**src/spkt_pkg.sv**
```systemverilog
// Package for the sorted pressed-key table: sizes, op and status codes and
// sequencer states. No dependencies; every other file imports it.
package spkt_pkg;

   localparam int MAX_KEYS    = 16;
   localparam int MAX_RESULTS = 16;
   localparam int LIST_MAX    = (MAX_KEYS < MAX_RESULTS) ? MAX_KEYS : MAX_RESULTS;
   localparam int IDX_W       = (MAX_KEYS > 1) ? $clog2(MAX_KEYS) : 1;
   localparam int CNT_W       = $clog2(MAX_KEYS + 1);

   localparam int OP_W     = 2;
   localparam int KEY_W    = 16;
   localparam int PCOUNT_W = 8;
   localparam int LIMIT_W  = 5;
   localparam int ACOUNT_W = 5;

   localparam logic [LIMIT_W-1:0]  LIMIT_RESET = LIMIT_W'(16);
   localparam logic [PCOUNT_W-1:0] PCOUNT_MAX  = '1;

   typedef enum logic [OP_W-1:0] {
      OP_UPDATE = 2'd0,
      OP_CLEAR  = 2'd1,
      OP_LIST   = 2'd2
   } op_type;

   typedef enum logic [1:0] {
      STS_OK         = 2'd0,
      STS_NO_SPACE   = 2'd1,
      STS_NOT_ACTIVE = 2'd2
   } status_type;

   typedef enum logic [2:0] {
      ST_IDLE,
      ST_SEARCH,
      ST_SHIFT_UP,
      ST_SHIFT_DOWN,
      ST_LIST,
      ST_DONE
   } state_type;

endpackage

```
**src/spkt_ifs.sv**
```systemverilog
// Request and response channel interfaces of the sorted pressed-key table.
// Depend on spkt_pkg for field widths.
interface spkt_req_if import spkt_pkg::*; ();
   logic              valid;
   logic              ready;
   logic [OP_W-1:0]   op;
   logic [KEY_W-1:0]  key_id;
   logic              pressed;

   modport source (output valid, op, key_id, pressed, input ready);
   modport sink   (input valid, op, key_id, pressed, output ready);
endinterface

interface spkt_rsp_if import spkt_pkg::*; ();
   logic                valid;
   logic                ready;
   logic [1:0]          status;
   logic                changed;
   logic [KEY_W-1:0]    listed_id;
   logic                listed_valid;
   logic [ACOUNT_W-1:0] active_count;
   logic                last;

   modport source (output valid, status, changed, listed_id, listed_valid, active_count,
                   last, input ready);
   modport sink   (input valid, status, changed, listed_id, listed_valid, active_count,
                   last, output ready);
endinterface

```
**src/sorted_pressed_key_table.sv**
```systemverilog
// Sorted pressed-key table: up to MAX_KEYS key IDs in ascending order, each with a
// saturating press count. One request is worked at a time; ready is high only while the
// sequencer is idle. The table has a single read port that the sequencer steps one entry
// per cycle: an update searches up to the key's slot, then on insert or removal shifts the
// entries from there to the end of the fill, and the done state then loads the response.
// A clear goes straight to the done state; a list emits one response per cycle per active
// entry (one for an empty table), slowed only by back-pressure. A finished response waits
// in the output register while the next request is taken. Depends on spkt_pkg and spkt_ifs.
module sorted_pressed_key_table import spkt_pkg::*; (
   input  logic               clock,
   input  logic               reset,
   spkt_req_if.sink           req_chan,
   spkt_rsp_if.source         rsp_chan,
   input  logic               csr_wr_en,
   input  logic [LIMIT_W-1:0] csr_wr_data
);

   // table storage, no reset: entries at or above used_ff never affect a result
   logic [KEY_W-1:0]    ids_ff    [MAX_KEYS];
   logic [PCOUNT_W-1:0] counts_ff [MAX_KEYS];

   state_type           state_ff, state_in;
   logic [CNT_W-1:0]    used_ff, used_in;
   logic [CNT_W-1:0]    ptr_ff, ptr_in;
   logic [CNT_W-1:0]    slot_ff, slot_in;
   logic [LIMIT_W-1:0]  limit_ff;
   logic [KEY_W-1:0]    key_ff;
   logic                press_ff;
   status_type          status_ff, status_in;
   logic                changed_ff, changed_in;

   logic                rsp_valid_ff, rsp_valid_in;
   status_type          rsp_status_ff, rsp_status_in;
   logic                rsp_changed_ff, rsp_changed_in;
   logic [KEY_W-1:0]    rsp_id_ff, rsp_id_in;
   logic                rsp_lvalid_ff, rsp_lvalid_in;
   logic [ACOUNT_W-1:0] rsp_count_ff, rsp_count_in;
   logic                rsp_last_ff, rsp_last_in;

   logic                req_take;
   logic                out_free;
   logic [CNT_W-1:0]    limit_eff;
   logic [CNT_W-1:0]    list_n;
   logic [CNT_W-1:0]    rd_ptr;
   logic [IDX_W-1:0]    rd_idx;
   logic [KEY_W-1:0]    rd_id;
   logic [PCOUNT_W-1:0] rd_cnt;
   logic                at_end, stop, hit, list_last;

   logic                wr_en;
   logic [IDX_W-1:0]    wr_idx;
   logic [KEY_W-1:0]    wr_id;
   logic [PCOUNT_W-1:0] wr_cnt;

   assign req_chan.ready = (state_ff == ST_IDLE);
   assign req_take       = req_chan.valid && req_chan.ready;
   assign out_free       = !rsp_valid_ff || rsp_chan.ready;

   assign limit_eff = (int'(limit_ff) > MAX_KEYS) ? CNT_W'(MAX_KEYS) : CNT_W'(limit_ff);
   assign list_n    = (int'(used_ff) > LIST_MAX) ? CNT_W'(LIST_MAX) : used_ff;

   // single read port: address chosen by the sequencer step
   always_comb begin
      case (state_ff)
         ST_SHIFT_UP:   rd_ptr = ptr_ff - CNT_W'(1);
         ST_SHIFT_DOWN: rd_ptr = ptr_ff + CNT_W'(1);
         default:       rd_ptr = ptr_ff;
      endcase
   end

   assign rd_idx = (int'(rd_ptr) < MAX_KEYS) ? rd_ptr[IDX_W-1:0] : '0;
   assign rd_id  = ids_ff[rd_idx];
   assign rd_cnt = counts_ff[rd_idx];

   // shared compare unit
   assign at_end    = (ptr_ff == used_ff);
   assign stop      = at_end || (key_ff <= rd_id);
   assign hit       = !at_end && (key_ff == rd_id);
   assign list_last = (used_ff == '0) || (ptr_ff + CNT_W'(1) == list_n);

   // next state
   always_comb begin
      state_in = state_ff;
      case (state_ff)
         ST_IDLE: begin
            if (req_take) begin
               case (req_chan.op)
                  OP_UPDATE: state_in = ST_SEARCH;
                  OP_CLEAR:  state_in = ST_DONE;
                  OP_LIST:   state_in = ST_LIST;
                  default:   state_in = ST_IDLE;
               endcase
            end
         end
         ST_SEARCH: begin
            if (stop) begin
               if (hit) begin
                  if (!press_ff && rd_cnt <= PCOUNT_W'(1)) state_in = ST_SHIFT_DOWN;
                  else                                      state_in = ST_DONE;
               end else if (press_ff && used_ff < limit_eff) begin
                  state_in = ST_SHIFT_UP;
               end else begin
                  state_in = ST_DONE;
               end
            end
         end
         ST_SHIFT_UP: begin
            if (ptr_ff == slot_ff) state_in = ST_DONE;
         end
         ST_SHIFT_DOWN: begin
            if (!(ptr_ff + CNT_W'(1) < used_ff)) state_in = ST_DONE;
         end
         ST_LIST: begin
            if (out_free && list_last) state_in = ST_IDLE;
         end
         ST_DONE: begin
            if (out_free) state_in = ST_IDLE;
         end
         default: state_in = ST_IDLE;
      endcase
   end

   // datapath and outputs
   always_comb begin
      used_in    = used_ff;
      ptr_in     = ptr_ff;
      slot_in    = slot_ff;
      status_in  = status_ff;
      changed_in = changed_ff;
      wr_en      = 1'b0;
      wr_idx     = ptr_ff[IDX_W-1:0];
      wr_id      = rd_id;
      wr_cnt     = rd_cnt;

      rsp_valid_in   = rsp_valid_ff && !rsp_chan.ready;
      rsp_status_in  = rsp_status_ff;
      rsp_changed_in = rsp_changed_ff;
      rsp_id_in      = rsp_id_ff;
      rsp_lvalid_in  = rsp_lvalid_ff;
      rsp_count_in   = rsp_count_ff;
      rsp_last_in    = rsp_last_ff;

      case (state_ff)
         ST_IDLE: begin
            ptr_in     = '0;
            status_in  = STS_OK;
            changed_in = 1'b0;
            if (req_take && req_chan.op == OP_CLEAR) begin
               changed_in = (used_ff != '0);
               used_in    = '0;
            end
         end
         ST_SEARCH: begin
            if (stop) begin
               slot_in = ptr_ff;
               if (hit) begin
                  if (press_ff) begin
                     wr_en  = 1'b1;
                     wr_cnt = (rd_cnt == PCOUNT_MAX) ? rd_cnt : rd_cnt + PCOUNT_W'(1);
                  end else if (rd_cnt > PCOUNT_W'(1)) begin
                     wr_en  = 1'b1;
                     wr_cnt = rd_cnt - PCOUNT_W'(1);
                  end
               end else if (press_ff) begin
                  if (used_ff < limit_eff) ptr_in    = used_ff;
                  else                     status_in = STS_NO_SPACE;
               end else begin
                  status_in = STS_NOT_ACTIVE;
               end
            end else begin
               ptr_in = ptr_ff + CNT_W'(1);
            end
         end
         ST_SHIFT_UP: begin
            wr_en = 1'b1;
            if (ptr_ff == slot_ff) begin
               // drop the new key into the gap
               wr_id      = key_ff;
               wr_cnt     = PCOUNT_W'(1);
               used_in    = used_ff + CNT_W'(1);
               changed_in = 1'b1;
            end else begin
               ptr_in = ptr_ff - CNT_W'(1);
            end
         end
         ST_SHIFT_DOWN: begin
            if (ptr_ff + CNT_W'(1) < used_ff) begin
               wr_en  = 1'b1;
               ptr_in = ptr_ff + CNT_W'(1);
            end else begin
               used_in    = used_ff - CNT_W'(1);
               changed_in = 1'b1;
            end
         end
         ST_LIST: begin
            if (out_free) begin
               rsp_valid_in   = 1'b1;
               rsp_status_in  = STS_OK;
               rsp_changed_in = 1'b0;
               rsp_lvalid_in  = (used_ff != '0);
               rsp_id_in      = (used_ff != '0) ? rd_id : '0;
               rsp_count_in   = ACOUNT_W'(used_ff);
               rsp_last_in    = list_last;
               ptr_in         = ptr_ff + CNT_W'(1);
            end
         end
         ST_DONE: begin
            if (out_free) begin
               rsp_valid_in   = 1'b1;
               rsp_status_in  = status_ff;
               rsp_changed_in = changed_ff;
               rsp_lvalid_in  = 1'b0;
               rsp_id_in      = '0;
               rsp_count_in   = ACOUNT_W'(used_ff);
               rsp_last_in    = 1'b1;
            end
         end
         default: ;
      endcase
   end

   always_ff @(posedge clock) begin
      if (reset) begin
         state_ff     <= ST_IDLE;
         used_ff      <= '0;
         limit_ff     <= LIMIT_RESET;
         rsp_valid_ff <= 1'b0;
      end else begin
         state_ff     <= state_in;
         used_ff      <= used_in;
         rsp_valid_ff <= rsp_valid_in;
         if (csr_wr_en) limit_ff <= csr_wr_data;
      end
   end

   always_ff @(posedge clock) begin
      ptr_ff         <= ptr_in;
      slot_ff        <= slot_in;
      status_ff      <= status_in;
      changed_ff     <= changed_in;
      rsp_status_ff  <= rsp_status_in;
      rsp_changed_ff <= rsp_changed_in;
      rsp_id_ff      <= rsp_id_in;
      rsp_lvalid_ff  <= rsp_lvalid_in;
      rsp_count_ff   <= rsp_count_in;
      rsp_last_ff    <= rsp_last_in;
      if (req_take) begin
         key_ff   <= req_chan.key_id;
         press_ff <= req_chan.pressed;
      end
      if (wr_en) begin
         ids_ff[wr_idx]    <= wr_id;
         counts_ff[wr_idx] <= wr_cnt;
      end
   end

   assign rsp_chan.valid        = rsp_valid_ff;
   assign rsp_chan.status       = rsp_status_ff;
   assign rsp_chan.changed      = rsp_changed_ff;
   assign rsp_chan.listed_id    = rsp_id_ff;
   assign rsp_chan.listed_valid = rsp_lvalid_ff;
   assign rsp_chan.active_count = rsp_count_ff;
   assign rsp_chan.last         = rsp_last_ff;

   a_used_bound: assert property (@(posedge clock) disable iff (reset)
      int'(used_ff) <= MAX_KEYS)
      else $error("table fill beyond capacity");

   a_clear_empties: assert property (@(posedge clock) disable iff (reset)
      req_take && req_chan.op == OP_CLEAR |=> used_ff == '0)
      else $error("clear left entries in the table");

   a_insert_room: assert property (@(posedge clock) disable iff (reset)
      state_ff == ST_SHIFT_UP |-> used_ff < limit_eff && slot_ff <= ptr_ff)
      else $error("insert started without room");

   a_search_ptr: assert property (@(posedge clock) disable iff (reset)
      state_ff == ST_SEARCH |-> ptr_ff <= used_ff)
      else $error("search ran past the fill");

   a_single_last: assert property (@(posedge clock) disable iff (reset)
      rsp_valid_ff && !rsp_lvalid_ff |-> rsp_last_ff)
      else $error("non-list response without last mark");

endmodule

```
**src/flat_wrapper.sv**
```systemverilog
// flat-port wrapper written by rule: the top's interface ports become plain ports
module sorted_pressed_key_table_flat import spkt_pkg::*;
  (clock, reset, csr_wr_en, csr_wr_data, req_chan_valid, req_chan_op, req_chan_key_id, req_chan_pressed, req_chan_ready, rsp_chan_valid, rsp_chan_status, rsp_chan_changed, rsp_chan_listed_id, rsp_chan_listed_valid, rsp_chan_active_count, rsp_chan_last, rsp_chan_ready);
  spkt_req_if req_chan_i ();
  spkt_rsp_if rsp_chan_i ();
  input  logic clock;
  input  logic reset;
  input  logic csr_wr_en;
  input  logic [LIMIT_W-1:0] csr_wr_data;
  input wire logic [$bits(req_chan_i.valid)-1:0] req_chan_valid;
  input wire logic [$bits(req_chan_i.op)-1:0] req_chan_op;
  input wire logic [$bits(req_chan_i.key_id)-1:0] req_chan_key_id;
  input wire logic [$bits(req_chan_i.pressed)-1:0] req_chan_pressed;
  output wire logic [$bits(req_chan_i.ready)-1:0] req_chan_ready;
  output wire logic [$bits(rsp_chan_i.valid)-1:0] rsp_chan_valid;
  output wire logic [$bits(rsp_chan_i.status)-1:0] rsp_chan_status;
  output wire logic [$bits(rsp_chan_i.changed)-1:0] rsp_chan_changed;
  output wire logic [$bits(rsp_chan_i.listed_id)-1:0] rsp_chan_listed_id;
  output wire logic [$bits(rsp_chan_i.listed_valid)-1:0] rsp_chan_listed_valid;
  output wire logic [$bits(rsp_chan_i.active_count)-1:0] rsp_chan_active_count;
  output wire logic [$bits(rsp_chan_i.last)-1:0] rsp_chan_last;
  input wire logic [$bits(rsp_chan_i.ready)-1:0] rsp_chan_ready;
  assign req_chan_i.valid = req_chan_valid;
  assign req_chan_i.op = req_chan_op;
  assign req_chan_i.key_id = req_chan_key_id;
  assign req_chan_i.pressed = req_chan_pressed;
  assign req_chan_ready = req_chan_i.ready;
  assign rsp_chan_valid = rsp_chan_i.valid;
  assign rsp_chan_status = rsp_chan_i.status;
  assign rsp_chan_changed = rsp_chan_i.changed;
  assign rsp_chan_listed_id = rsp_chan_i.listed_id;
  assign rsp_chan_listed_valid = rsp_chan_i.listed_valid;
  assign rsp_chan_active_count = rsp_chan_i.active_count;
  assign rsp_chan_last = rsp_chan_i.last;
  assign rsp_chan_i.ready = rsp_chan_ready;
  sorted_pressed_key_table u_core (.clock(clock), .reset(reset), .req_chan(req_chan_i), .rsp_chan(rsp_chan_i), .csr_wr_en(csr_wr_en), .csr_wr_data(csr_wr_data));
endmodule
```
**config.mk**
```make
export PLATFORM = sky130hd
export DESIGN_NAME = sorted_pressed_key_table_flat
export DESIGN_NICKNAME = d
export VERILOG_FILES = /design/src/spkt_pkg.sv /design/src/spkt_ifs.sv /design/src/sorted_pressed_key_table.sv /design/src/flat_wrapper.sv
export SDC_FILE = /design/constraint.sdc
export NUM_CORES = 1
export LEC_CHECK = 0
export BUFFER_PORTS_ARGS = -buffer_cell sky130_fd_sc_hd__buf_2
export CORE_UTILIZATION = 47
export DETAILED_ROUTE_END_ITERATION = 16
export PLACE_DENSITY_LB_ADDON = 0.3
export SLEW_MARGIN = 20
export SYNTH_ARGS = -nofsm -noshare
export SYNTH_HDL_FRONTEND = slang
export SYNTH_SLANG_ARGS = --single-unit
```
**constraint.sdc**
```tcl
create_clock -name clock -period 16.6 [get_ports clock]
set_input_delay 3.32 -clock clock [delete_from_list [all_inputs] [get_ports clock]]
set_output_delay 3.32 -clock clock [all_outputs]
set_load 0.02 [all_outputs]
```
==> results of run 1 <==
==> cell type report <==
type	count	share of cell area, %
clock buffers	59	5.13
multi-input cells	1005	29.2
inverters	31	0.502
flip-flops and latches	454	58.2
repair buffers	105	2.80
clock inverters	23	0.924
well taps	585	3.16
==> cell usage after synthesis (all sizes together), types with 30 or more instances <==
cell type  count  area share (%)
edfxtp       440              64
buf           40            0.95
o221ai        34             1.4
o21ai         46             1.1
nand2        191             3.5
a31oi         43             1.3
clkbuf        59             1.1
inv           30            0.55
a21oi         80             2.0
ha            38             2.3
nand3         40             1.0
nor2         151             2.7
mux2i         61             3.0
==> cells by family after synthesis <==
| logic type | count (synthesis) | share of synthesized area, % |
|---|---|---|
| simple gates | 501 | 11.2 |
| flops | 454 | 65.4 |
| compound gates | 355 | 12.3 |
| buf+inv | 130 | 2.58 |
| mux | 82 | 4.80 |
| fa+ha+maj | 39 | 2.40 |
| xor+xnor | 28 | 1.30 |
==> where the power goes <==
group | internal, mW | switching, mW | total [mW]
combinational | 0.431 | 1.02 | 1.45
sequential | 1.55 | 0.0322 | 1.59
clock | 0.541 | 0.430 | 0.971
total | 2.53 | 1.48 | 4.00
==> how the worst max path moves through the flow <==
stage,start,end,cells after the start
global route,u_core.ptr_ff[1],u_core.counts_ff[12][7],20
floorplan,u_core.ptr_ff[0],u_core.counts_ff[11][0],24
CTS,u_core.ptr_ff[0],u_core.ids_ff[6][10],19
finish,u_core.ptr_ff[0],u_core.ids_ff[12][12],19
global placement,u_core.ptr_ff[1],u_core.ids_ff[6][15],20
detailed placement,u_core.ptr_ff[1],u_core.ids_ff[6][15],20
==> through the flow <==
| stage | hold WS [ns] | power, mW | cells | setup slack (ns) | utilization, % |
|---|---|---|---|---|---|
| after floorplan | 0.421 | 2.54 | 1589 | 9.47 | - |
| after global placement | 0.483 | 3.01 | 2180 | 8.82 | 50.3 |
| after detailed placement | 0.493 | 3.03 | 2180 | 8.61 | 50.3 |
| after CTS | 0.514 | 3.99 | 2262 | 8.61 | 53.6 |
| after global routing | 0.521 | 4.18 | 2262 | 8.20 | 53.7 |
| final | 0.510 | 4.00 | 2262 | 8.48 | 53.7 |
==> placed cells by master, fill, tap and decap left out, types with 15 or more instances in the layout <==
cell type  netlist  routed
edfxtp_1       440     440
nand2_1        191     189
nor2_1         151     149
a21oi_1         76      70
mux2i_1         60      57
buf_2           21      56
buf_4            3      49
o21ai_0         45      45
clkbuf_16        0      45
a31oi_1         43      43
nand3_1         39      39
ha_1            38      38
o221ai_1        34      34
inv_1           28      28
a211oi_1        26      26
o211ai_1        24      24
xnor2_1         21      19
nor3_1          16      16
nand2b_1        15      15
==> routing by layer <==
metal	vias up	share of wire [%]	global-route usage, %
li1	6201	-	-
met1	7033	43	34.5
met2	600	47	39.9
met3	99	7.4	3.92
met4	0	2.7	7.75
met5	-	0	0
==> worst max-delay path, delay by kind of cell (launching register included) <==
kind / cells / cell delay, ns
buffers and inverters: 2 / 0.90
multiplexers: 1 / 0.32
AO/OA/AOI/OAI: 6 / 1.75
adder cells (fa/ha/maj): 2 / 0.71
AND/OR/NAND/NOR: 8 / 3.72
flip-flops: 1 / 0.36
==> sequential cells by signal, summed over array words and instances (netlist names), 2 cells and up <==
signal,flops
u_core.slot_ff,5
u_core.key_ff,16
u_core.rsp_chan.active_count,5
u_core.ids_ff,256
u_core.ptr_ff,5
u_core.rsp_chan.listed_id,16
u_core.counts_ff,128
u_core.state_ff,3
u_core.used_ff,5
u_core.limit_ff,5
u_core.status_ff,2
u_core.rsp_chan.status,2
==> impl_metrics.csv, run 1 <==
group,metric,value,unit
run_status,status,"finished clean",
logic_synthesis,ys_ff_latch,454,
floorplan,core_area,43200,um^2
run,cap_violations,0,
grt,grt_max_degree,52,
final_layout,seqCellArea,13500,um^2
sta,timing.final.max_slew_violations,0,
critical_path,arrival,8.35,ns
sta,tns,0,ns
clock_network,insertion_delay,0.58,ns
grt,grt_usage,24.8,%
clock_network,hold_buffers,0,
critical_path,crit_slowest_cell,"nand3_1",
sta,tightest_slew,1.24,ns
hold_path,hold_class,"flip-flop to flip-flop",
floorplan,pin_count,57,
sta,slew_headroom,17.3,%
final_layout,nets,1710,
routing,drt_iter0_drc,1441,
sta,skew,0.0321,ns
floorplan,die_h,211,um
clock_network,ctsRootBufferMaster,"clkbuf_16",
power_and_ir_drop,power_per_cell_area,173,nW/um^2
logic_synthesis,syn-cell-area,20600,um^2
logic_synthesis,synth_edf_count,440,
floorplan,die_w,211,um
logic_synthesis,ys_async_sr_fraction,0,%
placement,gp_congestion,0.891,
routing,dr.pass1.iters,5,
critical_path,startpoint_type,"flip-flop",
final_layout,layout-drive-gt1-share,15.1,%
final_layout,syn_to_final_growth,12.3,%
clock_network,clk_pin_slew,0.06,ns
sta,finalCriticalPeriod,8.12,ns
sta,setup_viol,0,
routing,finalWirelength,54.9,mm
clock_network,cts_buffer_depth,3,
sta,fmax,123,MHz
clock_network,numCtsBuffers,45,
placement,dp_hpwl,33.2,mm
floorplan,start_util,47.8,%
final_layout,num-fill-cells,3628,
critical_path,crit_fanout,38,
logic_synthesis,synth_seq_area_share,65.4,%
critical_path,r2r_start,"u_core.ptr_ff[0]",
clock_network,post_cts_buffers,0,
critical_path,cpPeakStageDelay,1.02,ns
grt,grt_pass1_wl,82.8,mm
critical_path,required,16.83,ns
routing,viasPerCell,6.16,
final_layout,fin_area,23200,um^2
grt,overflow,0,
logic_synthesis,syn_avg_cell_area,13.0,um^2
hold_path,hold_depth,2,
hold_path,min_to,"u_core.limit_ff[1]",
power_and_ir_drop,vdd_drop_max,0.116,mV
floorplan,dieArea,44700,um^2
placement,io_buffers,56,
grt,antenna_found_initial,0,
logic_synthesis,synth_nets,1657,
clock_network,ctsResizeCount,0,
logic_synthesis,synthFlopType,"edfxtp_1",
floorplan,rows,76,
final_layout,diodes,0,
routing,drcViolationCount,0,
clock_network,clock_sinks,454,
routing,ant_nets,0,
grt,grt_pass1_vias,13432,
clock_network,cts_max_level,2,
critical_path,reg2reg_depth,19,
critical_path,rr_endpoint,"u_core.ids_ff[12][12]",
critical_path,critPathKind,"flip-flop to flip-flop",
sta,post-route-period-util,48.9,%
critical_path,end_kind,"flip-flop",
hold_path,hold_start,"u_core.limit_ff[1]",
final_layout,multi_input_area,6770,um^2
logic_synthesis,syn_inst,1589,
clock_network,cts_tree,"done",
routing,dr_total_vias,13933,
logic_synthesis,yosysWarnings,0,
routing,routedWlPerCell,24.3,um
logic_synthesis,synthDistinctLibCells,90,
sta,hold_viol,0,
power_and_ir_drop,p_leak,8.01,nW
sta,rsz0062_at_grt,"false",
placement,placed_area,21700,um^2
critical_path,cp_cell_sequence,"buf_4 -> ha_1 -> mux2i_1 -> o21ai_1 -> nand3_1 -> nor2_1 -> a31oi_1 -> o221ai_1 -> a21oi_1 -> a31oi_1 -> ha_1 -> and4_1 -> and3_1 -> and2_1 -> nand2b_1 -> nor2_1 -> a21oi_2 -> nor3b_2 -> buf_4",
critical_path,timing.reg2reg.setup_slack,8.48,ns
No activity file was read; power rests on OpenSTA's default activity.
==> inputs of run 2 (changes only) <==
==> constraint.sdc (replaced) <==
create_clock -name clock -period 7.4 [get_ports clock]
set_input_delay 1.48 -clock clock [delete_from_list [all_inputs] [get_ports clock]]
set_output_delay 1.48 -clock clock [all_outputs]
set_load 0.02 [all_outputs]
==> run 2 against run 1 <==
  * Count of clock-buffer cells in the layout fell by 2
  * Core utilization rose by 0.63 points
  * Sequential share of layout area fell by 0.67 points
  * Final area rose by 1.2%
  * Combinational power rose by 130%
  * Register-to-register slack got worse by 8.0 ns
  * Via count rose by 1.1%
  * Largest cell class unchanged
  * Highest routed layer unchanged
==> impl_metrics.csv, run 2 (same netlist as run 1, synthesis figures left out) <==
group,metric,value,unit
hold_path,hold_depth,2,
routing,highest_layer,"met4",
floorplan,dieArea,44700,um^2
sta,finalCriticalPeriod,6.88,ns
clock_network,clock_sinks,454,
routing,drt_iter0_drc,1718,
floorplan,pin_count,57,
routing,drcViolationCount,0,
clock_network,clk_pin_slew,0.06,ns
sta,fmax,145,MHz
final_layout,layout_common_cells,"edfxtp_1 (440), nand2_1 (189), nor2_1 (149)",
clock_network,cts_tree,"done",
critical_path,crit_fanout,23,
sta,hold_viol,0,
clock_network,hold_buffers,0,
floorplan,rows,76,
power_and_ir_drop,p_leak,8.14,nW
grt,overflow,0,
critical_path,reg2reg_depth,19,
placement,io_buffers,56,
sta,skew,0.0219,ns
power_and_ir_drop,power,9.13,mW
critical_path,startpoint_type,"flip-flop",
clock_network,insertion_delay,0.58,ns
placement,dp_hpwl,35.2,mm
grt,grt_pass1_wl,85.3,mm
critical_path,end_kind,"flip-flop",
final_layout,nets,1738,
floorplan,core_area,43200,um^2
floorplan,die_h,211,um
final_layout,syn_to_final_growth,13.7,%
final_layout,largest_reg_flops,256,
routing,wl_met3,4.40,mm
critical_path,required,7.68,ns
floorplan,die_w,211,um
clock_network,cts_max_level,2,
power_and_ir_drop,power_per_cell_area,390,nW/um^2
clock_network,cts_buffer_depth,3,
routing,ant_nets,0,
run,cap_violations,0,
placement,gp_congestion,0.904,
final_layout,layout-drive-gt1-share,17.0,%
grt,grt_usage,25.8,%
sta,timing.final.max_slew_violations,0,
routing,dr.pass1.iters,5,
run_status,status,"finished clean",
grt,antenna_found_initial,0,
grt,grt_max_degree,54,
sta,setup_viol,0,
final_layout,layout.cells.most_common,"edfxtp_1",
sta,tns,0,ns
final_layout,largest_registers,"u_core.ids_ff: 256 flops, u_core.counts_ff: 128 flops",
routing,dr_total_vias,14080,
final_layout,regMostFlops,"u_core.ids_ff",
power_and_ir_drop,vdd_drop_max,0.237,mV
routing,finalWirelength,57.2,mm
clock_network,numCtsBuffers,46,
routing,viasPerCell,6.14,
sta,tightest_slew,1.08,ns
routing,routed-wl-met2,26.7,mm
clock_network,ctsRootBufferMaster,"clkbuf_16",
final_layout,num-fill-cells,3603,
clock_network,ctsResizeCount,0,
floorplan,start_util,47.8,%
hold_path,hold_class,"flip-flop to flip-flop",
clock_network,post_cts_buffers,0,
routing,wl_met1,24.1,mm
sta,rsz0062_at_grt,"false",
sta,post-route-period-util,93.0,%
routing,routedWlPerCell,25.0,um
critical_path,arrival,7.16,ns
sta,slew_headroom,26.1,%
final_layout,diodes,0,
critical_path,critPathKind,"flip-flop to flip-flop",
grt,grt_pass1_vias,13691,
-- run 2: cell types whose count changed in the layout (fill, tap and decap cells not counted), moves of 4 or more --
| cell | delta |
|---|---|
| buf_4 | +22 |
| a21oi_1 | -5 |
| clkinv_2 | +4 |
| clkinv_1 | +4 |
| clkbuf_1 | -6 |
| buf_12 | +5 |
| a21oi_2 | +5 |
-- run 2: final timing paths --
check	startpoint	end	slack, ns
worst min register to register	u_core.limit_ff[3]	u_core.limit_ff[3]	0.50
worst max-delay path	u_core.ptr_ff[1]	u_core.counts_ff[6][5]	0.52
worst min-delay path	u_core.limit_ff[3]	u_core.limit_ff[3]	0.50
worst max register to register	u_core.ptr_ff[1]	u_core.counts_ff[6][5]	0.52
-- run 2: layout make-up --
class                   count  area, um^2  area share (%)
flip-flops and latches    454       13500            57.6
multi-input cells        1005        6790            29.0
clock buffers              57        1240            5.31
repair buffers            132         913            3.90
well taps                 585         732            3.12
clock inverters            28         153           0.651
inverters                  31         116           0.497
-- run 2: where the power goes --
group / internal, mW / leakage (nW) / switching (mW)
registers: 3.48 / 4.12 / 0.0727
logic: 1.07 / 3.33 / 2.33
clock network: 1.20 / 0.688 / 0.987
-- run 2: worst max-delay path: stages, from the launching register on --
cell and delay (ns):
edfxtp_1 0.50, inv_1 0.24, ha_1 0.35, or4b_4 0.52, a21oi_1 0.38, xnor2_1 0.32, nand2_2 0.53, buf_4 0.42
a221oi_1 0.13, a311oi_1 0.28, a211oi_1 0.09, a31o_2 0.29, ha_1 0.33, nand4_1 0.12, nor2_1 0.27, and2_1 0.24
nor2b_1 0.61, and4_1 0.29, o211a_1 0.14, a211o_1 0.49
-- run 2: layer usage --
metal  global-route usage [%]  up-vias
met5                        0        -
met4                     10.1        0
met3                     3.71      132
met2                     41.2      619
met1                     35.7     7069
li1                         -     6260
-- run 2: metrics by stage --
step,area (um^2),utilization [%],cells,hold WS [ns],setup slack (ns)
after global placement,22000,50.9,2206,0.486,0.758
after floorplan,20600,-,1589,0.421,0.270
after global routing,23400,54.3,2292,0.524,0.225
final,23400,54.3,2292,0.502,0.516
after CTS,23400,54.2,2292,0.509,0.694
after detailed placement,22000,51.0,2207,0.491,0.729
==> inputs of run 3 (changes only) <==
==> constraint.sdc (replaced) <==
create_clock -name clock -period 5.6 [get_ports clock]
set_input_delay 1.12 -clock clock [delete_from_list [all_inputs] [get_ports clock]]
set_output_delay 1.12 -clock clock [all_outputs]
set_load 0.02 [all_outputs]
==> run 3 against run 2 <==
  * Sequential share of layout area decreased by 2.3 points
  * Sequential power increased by 31%
  * Largest power group is now combinational cells
  * Fmax increased by 29%
  * Final area increased by 4.2%
  * Wire length increased by 2.2%
  * Highest routed layer unchanged
  * Via count increased by 1.8%
==> impl_metrics.csv, run 3 (same netlist as run 1, synthesis figures left out) <==
group,metric,value,unit
clock_network,clk_pin_slew,0.06,ns
final_layout,nets,1794,
power_and_ir_drop,p_leak,8.72,nW
sta,slew_headroom,28.4,%
floorplan,rows,76,
floorplan,core_area,43200,um^2
clock_network,ctsRootBufferMaster,"clkbuf_16",
critical_path,crit_start,"u_core.ptr_ff[1]",
clock_network,numCtsBuffers,46,
sta,tightest_slew,1.07,ns
placement,io_buffers,56,
clock_network,cts_tree,"done",
floorplan,die_h,211,um
floorplan,pin_count,57,
routing,viasPerCell,6.11,
clock_network,cts_max_level,2,
final_layout,diodes,0,
routing,drcViolationCount,0,
sta,setup_viol,0,
sta,skew,0.0240,ns
grt,grt_pass1_wl,86.9,mm
floorplan,die_w,211,um
placement,dp_cells,2261,
sta,rsz0062_at_grt,"false",
critical_path,crit_fanout,28,
routing,dr.pass1.iters,5,
final_layout,layout.cells.most_common,"edfxtp_1",
power_and_ir_drop,vdd_drop_max,0.404,mV
critical_path,end_kind,"flip-flop",
routing,routedWlPerCell,24.9,um
final_layout,finish.utilization,56.6,%
grt,overflow,0,
hold_path,hold_class,"flip-flop to flip-flop",
routing,drt_iter0_drc,1527,
sta,post-route-period-util,95.2,%
critical_path,required,5.93,ns
clock_network,clock_sinks,454,
sta,hold_viol,0,
grt,grt_pass1_vias,14060,
critical_path,startpoint_type,"flip-flop",
sta,finalCriticalPeriod,5.33,ns
placement,gp_congestion,0.897,
final_layout,final_cells,2346,
final_layout,largest_registers,"u_core.ids_ff: 256 flops, u_core.counts_ff: 128 flops",
power_and_ir_drop,power_per_cell_area,521,nW/um^2
final_layout,syn_to_final_growth,18.5,%
clock_network,insertion_delay,0.60,ns
final_layout,layout-drive-gt1-share,20.1,%
hold_path,hold_start,"u_core.limit_ff[0]",
final_layout,layout_common_cells,"edfxtp_1 (440), nand2_1 (189), nor2_1 (146)",
final_layout,largest_reg_flops,256,
routing,ant_nets,0,
placement,place_ws,-0.0488,ns
sta,timing.final.max_slew_violations,0,
grt,grt_max_degree,50,
critical_path,r2r_start,"u_core.ptr_ff[1]",
routing,finalWirelength,58.5,mm
run_status,status,"finished clean",
placement,dp_hpwl,36.7,mm
clock_network,hold_buffers,0,
floorplan,dieArea,44700,um^2
grt,antenna_found_initial,0,
sta,fin_ws,0.268,ns
routing,dr_total_vias,14328,
clock_network,cts_buffer_depth,3,
run,cap_violations,0,
critical_path,arrival,5.67,ns
final_layout,regMostFlops,"u_core.ids_ff",
grt,grt_usage,26.4,%
sta,fmax,188,MHz
floorplan,start_util,47.8,%
critical_path,critPathKind,"flip-flop to flip-flop",
## run 3: cell count changes in the layout (fill, tap and decap cells not counted), sizes merged
cell,delta
buf,+56
bufinv,+5
clkbuf,-8
clkinv,+2
clkinvlp,+1
inv,-2
## run 3: area by class of cell
| class | count | area, um^2 |
|---|---|---|
| Fill cell | 3503 | 18700 |
| Sequential cell | 454 | 13500 |
| Multi-Input combinational cell | 1005 | 6910 |
| Timing Repair Buffer | 188 | 1670 |
| Clock buffer | 49 | 1160 |
| Tap cell | 585 | 732 |
| Clock inverter | 34 | 344 |
| Inverter | 31 | 116 |
## run 3: worst paths after layout
kind | to | slack, ns | depth (start not counted)
worst max-delay path | u_core.ptr_ff[2] | 0.27 | 23
worst min-delay path | u_core.limit_ff[0] | 0.50 | 2
worst max register to register | u_core.ptr_ff[2] | 0.27 | 23
worst min register to register | u_core.limit_ff[0] | 0.50 | 2
## run 3: where the power goes
part           switching (mW)  internal (mW)  leakage, nW
Sequential             0.0663           4.60         4.12
Clock                    1.33           1.75        0.730
Combinational            3.26           1.73         3.87
## run 3: timing repair
item / CTS / global route
pin swaps: 0 / 1
buffers inserted: 0 / 1
gates resized for setup: 1 / 6
setup endpoints to repair: 5 / 468
## run 3: worst max-delay path: stages, from the launching register on
cell and delay, ns:
edfxtp_1 0.40, inv_1 0.09, ha_2 0.17, or4b_4 0.49, a21oi_4 0.28, xnor2_2 0.17, nand2_2 0.19, buf_12 0.24
nor2_1 0.11, nor2_1 0.05, o211ai_1 0.17, a21oi_1 0.09, a31oi_1 0.21, ha_1 0.30, a21oi_1 0.17, nor2b_1 0.06
o21ai_0 0.17, nand2_1 0.12, a221o_1 0.44, o21ai_1 0.31, a21oi_2 0.15, nor2_2 0.15, o21ai_0 0.17, a221o_1 0.38
## run 3: layer usage
metal | GRT usage (%) | share of wire [%] | vias up | wire [um]
li1 | - | - | 6382 | -
met1 | 36.0 | 42 | 7199 | 24400
met2 | 42.1 | 47 | 632 | 27500
met3 | 4.08 | 7.5 | 115 | 4370
met4 | 11.1 | 3.8 | 0 | 2220
met5 | 0 | 0 | - | 0
## run 3: stage by stage
stage / cell area, um^2 / TNS (ns) / power (mW) / hold WS [ns]
floorplan: 20800 / 0 / 7.59 / 0.421
global placement: 22900 / 0 / 9.51 / 0.479
detailed placement: 22900 / -0.119 / 9.59 / 0.484
CTS: 24400 / 0 / 12.7 / 0.501
global route: 24400 / 0 / 13.2 / 0.513
finish: 24400 / 0 / 12.7 / 0.499
